File: config.mk
export PLATFORM = sky130hd
export DESIGN_NAME = qslerp_delay
export DESIGN_NICKNAME = d
export VERILOG_FILES = /design/src/qslerp_delay.sv
export SDC_FILE = /design/constraint.sdc
export NUM_CORES = 1
export LEC_CHECK = 0
export ABC_AREA = 0
export BUFFER_PORTS_ARGS = -buffer_cell sky130_fd_sc_hd__buf_2
export CAP_MARGIN = 5
export CORE_MARGIN = 2
export CORE_UTILIZATION = 40
export DETAILED_ROUTE_END_ITERATION = 10
export PLACE_DENSITY = 0.68
export SKIP_CTS_REPAIR_TIMING = 1
export SLEW_MARGIN = 20
export SYNTH_ARGS = -nofsm -noshare
export SYNTH_HDL_FRONTEND = slang
export SYNTH_SLANG_ARGS = --single-unit
File: constraint.sdc
create_clock -name i_clk -period 0.85 [get_ports i_clk]
set_clock_uncertainty 0.2 [all_clocks]
set_input_delay 0.0425 -clock i_clk [delete_from_list [all_inputs] [get_ports i_clk]]
set_output_delay 0.0425 -clock i_clk [all_outputs]
set_load 0.05 [all_outputs]
File: src/qslerp_delay.sv
module qslerp_delay #(
    parameter int WIDTH = 8,
    parameter int DEPTH = 2
) (
    input  logic             i_clk,
    input  logic             i_en,
    input  logic [WIDTH-1:0] i_d,
    output logic [WIDTH-1:0] o_q
);
    logic [WIDTH-1:0] r_line [DEPTH];

    always_ff @(posedge i_clk) begin
        if (i_en) begin
            r_line[0] <= i_d;
            for (int k = 1; k < DEPTH; k++) begin
                r_line[k] <= r_line[k-1];
            end
        end
    end

    assign o_q = r_line[DEPTH-1];
endmodule

After elaboration in Yosys (flattened, before gate mapping)
Memory sizes are Yosys's and may differ from the RTL's.
Cells that the tools add are included.
- bits in registers: 0
- memory bits (writable): 16
- input bits: 10
- output and inout bits: 8
- logic and storage cells: 3
- memories: 1
- multiplexer cells: 2
- memory list (memory ; words ; width ; read ports ; clocked after memory_dff ; wr ports ; line ; source):
    r_line ; 2 ; 8 ; 2 ; 0 ; 2 ; 10 ; logic [WIDTH-1:0] r_line [DEPTH];
- operator list (kind ; number):
    1-bit two-way mux ; 2

Longest topological paths before layout
Gate-level depths: netlist of run 1.
- word-level depth: 2
- depth in mapped cells: 1

Worst setup path before layout of run 1
OpenSTA, ideal clock, no wires.
- path kind: reg-to-reg
- start: mem r_line[0][2]
- end: mem r_line[1][2], in the netlist r_line[0][10], data pin
- setup time: 0.266 ns
- data arrival time: 0.323 ns
- setup slack: 0.061 ns
- stages on the path, launching flop included: 1
- buffers on the path: 0
- path through: edfxtp_1
- RTL lines (what ; line):
    from (decl) ; 10

==> results.py, run 1 <==
metrics = {
    "run_status": {
        "run_status": "finished, violations left",
        "failed_checks": "negative hold slack, negative setup slack",
    },
    "sta": {
        "grt_setup_unrepaired": "true",
        "timing.final.ws_setup_ns": -0.212,
        "fmax_ghz": 0.942,
        "fin_crit_sh_pct": 125,
        "timing_worst_slew_pin_value_ns": 0.108,
        "final-max-slew-violation-count": 0,
        "timing.hold.ws_ns": -0.0501,
        "hold_viol_final": 16,
        "setup_viol": 13,
        "layout_min_cycle_time_ns": 1.06,
        "max-slew-margin-rel_pct": 92.8,
    },
    "critical_path": {
        "worst_setup_path_startpoint": "r_line[0][14]",
        "setup.worst_path.end": "o_q[6]",
        "crit_buf_inv": 1,
        "worstSetupPathType": "register to primary output",
        "cp_data_arrival_time_ns": 0.82,
        "cp_max_fo": 1,
        "crit_path_cell_trace": "buf_6",
        "crit-reg2reg-capture": "r_line[0][8]",
        "timing.critical_path.depth": 1,
        "timing.critical_path.slowest_stage_cell": "edfxtp_1",
        "worst-r2r-setup-slack_ns": 0.02,
        "timing.reg2reg.worst_path_depth": 0,
        "critical_path.max_stage_delay_ns": 0.39,
        "cp-start-kind": "register",
        "cpLargestDelayFamily": "flip-flops",
        "critPathCaptureType": "primary output",
        "timing.rr.start": "r_line[0][0]",
        "worstPathRequired_ns": 0.61,
    },
    "routing": {
        "dr.first_iter.drc_count": 0,
        "routed_wl_um": 538,
        "drt_pass1_iterations": 1,
        "detail_route.wl_per_cell_um": 8.97,
        "dr_total_vias": 236,
        "route.detailed.vias_per_inst": 3.93,
        "post-route-drc-count": 0,
        "antenna_left": 0,
    },
    "clock_network": {
        "tritoncts_clock_tree": "yes",
        "clk_root_buffer_cell": "clkbuf_4",
        "cts-buffers-inserted": 3,
        "clk-insertion-delay-late_ns": 0.26,
        "htree_levels": 1,
        "cts_buffer_depth": 2,
        "path_clk_slew_ns": 0.08,
        "cts_num_sinks": 16,
    },
    "pwr": {
        "p_leak_nw": 0.297,
        "vdd.ir_drop.worst_mv": 0.984,
        "power.density_cell_area_nw_per_um2": 2000,
    },
    "grt": {
        "grt.total_usage_pct": 7.14,
        "grt_max_degree": 17,
        "gr-total-overflow": 0,
        "first_global_vias": 161,
        "antenna_found_initial": 0,
        "grt_first_pass_wirelength_um": 655,
    },
    "cells_and_area": {
        "fillCellCount": 104,
        "num-multi-input-gates": 0,
        "area_delta_synth_final_pct": 40.0,
        "largestRegisters": "r_line x16",
        "post_route_cells_drive_above_1_share_pct": 46.7,
        "largest_register_ffs": 16,
        "top_register": "r_line",
        "num-nets-final": 57,
        "final_cell_area_um2": 757,
        "diodes": 0,
        "multi_input_comb_area_um2": 0,
    },
    "logic_synthesis": {
        "synth_top_area_cell": "edfxtp_1",
        "synth_cell_types": 2,
        "post_synth_instance_area_um2": 541,
        "yosys_warnings": 0,
        "netlist_instances": 24,
        "postSynthAreaPerCell_um2": 22.5,
        "synth.ff_latch_count": 16,
        "synth_fp_nets": 34,
        "synth_top_area_share_pct": 88.9,
        "ys_top_cells_by_area": "edfxtp_1 89%, buf_4 11%",
        "synth_seq_area_share_pct": 88.9,
    },
    "place": {
        "preCtsSetupSlack_ns": 0.0267,
        "finalWeightedCongestion": 0.597,
        "numPortBuffers": 17,
        "placed_area_um2": 604,
    },
    "die": {
        "ios": 18,
        "die_y_um": 40.8,
        "initial_utilization_pct": 42.1,
        "design.die.area_um2": 1660,
        "dieWidth_um": 40.8,
        "core_outline_area_um2": 1280,
        "floorplan.rows": 13,
    },
    "job": {
        "max-cap-violations": 0,
    },
    "min_path": {
        "timing.hold.worst.class": "primary input to register",
    },
}
cell type report:
| type | instances | area [µm²] | area share, % |
|---|---|---|---|
| clock buffers | 3 | 22.5 | 2.98 |
| flip-flops and latches | 16 | 480 | 63.5 |
| well taps | 15 | 18.8 | 2.48 |
| repair buffers | 26 | 235 | 31.1 |
logic make-up (layout without fill, tap and decap cells):
family,after synthesis,count (layout),share of synthesized area [%]
buf+inv,8,29,11.1
flops,16,16,88.9
worst min-delay path by stage:
stage / start / to / slack, ns / depth (start not counted)
after CTS: i_d[7] / r_line[0][7] / -0.27 / 1
after global routing: i_en / r_line[0][12] / -0.06 / 2
after floorplan: i_d[0] / r_line[0][0] / -0.06 / 0
final: i_en / r_line[0][15] / -0.05 / 2
after detailed placement: i_d[7] / r_line[0][7] / 0.02 / 1
after global placement: i_d[3] / r_line[0][3] / 0.02 / 1
power by group:
part	leakage [nW]	internal [mW]	switching, mW
registers	0.157	0.935	0.0168
logic	0.127	0.0936	0.120
clock network	0.0138	0.164	0.189
per-stage QoR:
step	setup TNS (ns)	hold WS, ns	total power [mW]	util (%)	instances
after floorplan	0	-0.0586	1.09	-	24
final	-1.68	-0.0501	1.52	58.9	60
after detailed placement	0	0.0211	1.12	47.0	49
after global routing	-1.99	-0.0595	1.59	58.9	60
after CTS	-2.00	-0.265	1.48	48.8	52
after global placement	0	0.0190	1.12	47.0	49
Yosys cell counts:
| cell type | n |
|---|---|
| edfxtp_1 | 16 |
| buf_4 | 8 |
layer usage:
layer  wire [µm]  vias up  global-route usage, %  share of wire [%]
li1            -      124                      -                  -
met1         213       98                   7.30                 40
met2         277       12                   9.13                 51
met3          36        2                   3.26                6.7
met4          10        0                   10.0                1.9
met5           0        -                      0                  0
placed cells by master, fill, tap and decap left out:
cell type / n
clkbuf_4: 3
buf_12: 1
edfxtp_1: 16
dlygate4sd3_1: 8
buf_6: 8
buf_2: 9
No activity file was read; power rests on OpenSTA's default activity.
==> run 2, diff against run 1 <==
Settings changed: ABC_AREA 0 to 1, GPL_TIMING_DRIVEN from default to 0.
==> results.py, run 2 (synthesis gave the netlist of run 1 again) <==
metrics = {
    "pwr": {
        "vdd.ir_drop.worst_mv": 0.982,
        "power.density_cell_area_nw_per_um2": 1980,
        "p_leak_nw": 0.299,
    },
    "cells_and_area": {
        "top_register": "r_line",
        "largestRegisters": "r_line x16",
        "layout_commonest_cell": "edfxtp_1",
        "post_route_cells_drive_above_1_share_pct": 45.5,
        "layout.cells.most_common_list": "16 x edfxtp_1, 9 x buf_2, 8 x dlygate4sd3_1, 8 x buf_8, 3 x clkbuf_4",
        "final_cell_area_um2": 767,
        "largest_register_ffs": 16,
        "final_core_util_pct": 59.7,
        "area_delta_synth_final_pct": 41.9,
        "num-nets-final": 56,
        "num-multi-input-gates": 0,
        "diodes": 0,
        "multi_input_comb_area_um2": 0,
    },
    "clock_network": {
        "clk_root_buffer_cell": "clkbuf_4",
        "cts_num_sinks": 16,
        "clk-insertion-delay-late_ns": 0.26,
        "path_clk_slew_ns": 0.08,
        "tritoncts_clock_tree": "yes",
        "cts_buffer_depth": 2,
        "htree_levels": 1,
        "cts-buffers-inserted": 3,
    },
    "die": {
        "dieWidth_um": 40.8,
        "die_y_um": 40.8,
        "design.die.area_um2": 1660,
        "core_outline_area_um2": 1280,
        "floorplan.rows": 13,
        "initial_utilization_pct": 42.1,
        "ios": 18,
    },
    "critical_path": {
        "timing.critical_path.slowest_stage_cell": "edfxtp_1",
        "timing.reg2reg.worst_path_depth": 0,
        "critical_path.max_stage_delay_ns": 0.41,
        "cpLargestDelayFamily": "flip-flops",
        "cp_max_fo": 1,
        "crit-reg2reg-capture": "r_line[0][12]",
        "worstPathRequired_ns": 0.61,
        "worstSetupPathType": "register to primary output",
        "cp_data_arrival_time_ns": 0.84,
        "crit_buf_inv": 1,
        "timing.rr.start": "r_line[0][4]",
        "cp-start-kind": "register",
        "worst-r2r-setup-slack_ns": 0.02,
        "crit_path_cell_trace": "buf_8",
        "critPathCaptureType": "primary output",
    },
    "place": {
        "numPortBuffers": 17,
        "finalWeightedCongestion": 0.601,
        "placed_area_um2": 644,
        "preCtsSetupSlack_ns": -0.0820,
    },
    "sta": {
        "grt_setup_unrepaired": "true",
        "hold_viol_final": 16,
        "timing.final.ws_setup_ns": -0.229,
        "max-slew-margin-rel_pct": 78.4,
        "fin_crit_sh_pct": 127,
        "timing_worst_slew_pin_value_ns": 0.324,
        "layout_min_cycle_time_ns": 1.08,
        "timing.hold.ws_ns": -0.00771,
        "finalSetupTns_ns": -1.87,
        "final-max-slew-violation-count": 0,
        "fmax_ghz": 0.927,
        "setup_viol": 16,
    },
    "grt": {
        "grt_first_pass_wirelength_um": 759,
        "antenna_found_initial": 0,
        "grt_max_degree": 17,
        "gr-total-overflow": 0,
        "grt.total_usage_pct": 8.06,
        "first_global_vias": 207,
    },
    "min_path": {
        "min-delay-start": "i_en",
        "holdPathStages": 1,
        "timing.hold.worst_endpoint": "r_line[0][14]",
        "timing.hold.worst.class": "primary input to register",
    },
    "routing": {
        "antenna_left": 0,
        "dr_total_vias": 243,
        "post-route-drc-count": 0,
        "drt_pass1_iterations": 3,
        "routed_wl_um": 519,
        "detail_route.wl_per_cell_um": 8.80,
        "dr.first_iter.drc_count": 4,
        "route.detailed.vias_per_inst": 4.12,
    },
    "run_status": {
        "run_status": "finished, violations left",
        "failed_checks": "negative hold slack, negative setup slack",
    },
    "job": {
        "max-cap-violations": 0,
    },
}
==> run 2: changes by cell type in the layout (fill, tap and decap cells not counted), sizes merged <==
cell,previous run,this run
buf,18,17
==> run 2: metrics by stage <==
stage	instances	total power, mW
after CTS	59	1.49
after global routing	59	1.60
after detailed placement	56	1.15
after global placement	56	1.14
after floorplan	24	1.09
final	59	1.52
==> run 2: final cells by class <==
| cell class | instances | area, µm² |
|---|---|---|
| Tap cell | 15 | 18.8 |
| Timing Repair Buffer | 25 | 245 |
| Clock buffer | 3 | 22.5 |
| Sequential cell | 16 | 480 |
| Fill cell | 109 | 518 |
==> run 2: report_power, final <==
part           switching (mW)  internal, mW
Sequential             0.0228         0.936
Clock                   0.179         0.163
Combinational           0.117         0.103
Total                   0.319          1.20
==> run 2: metal layers <==
metal | up-vias | share of wire (%) | GRT usage [%]
met5 | - | 0 | 0
met1 | 108 | 37 | 7.61
li1 | 121 | - | -
met2 | 12 | 53 | 11.9
met3 | 2 | 7.7 | 3.26
met4 | 0 | 1.9 | 10.0
==> run 2: worst max path at each step <==
| stage | start | endpoint | cells after the start |
|---|---|---|---|
| 6_report | r_line[0][14] | o_q[6] | 1 |
| 5_1_grt | r_line[0][8] | o_q[0] | 1 |
| 4_1_cts | r_line[0][13] | o_q[5] | 2 |
| 3_5_place_dp | r_line[0][13] | o_q[5] | 2 |
| 3_3_place_gp | r_line[0][8] | o_q[0] | 2 |
| 2_1_floorplan | r_line[0][2] | r_line[0][10] | 0 |
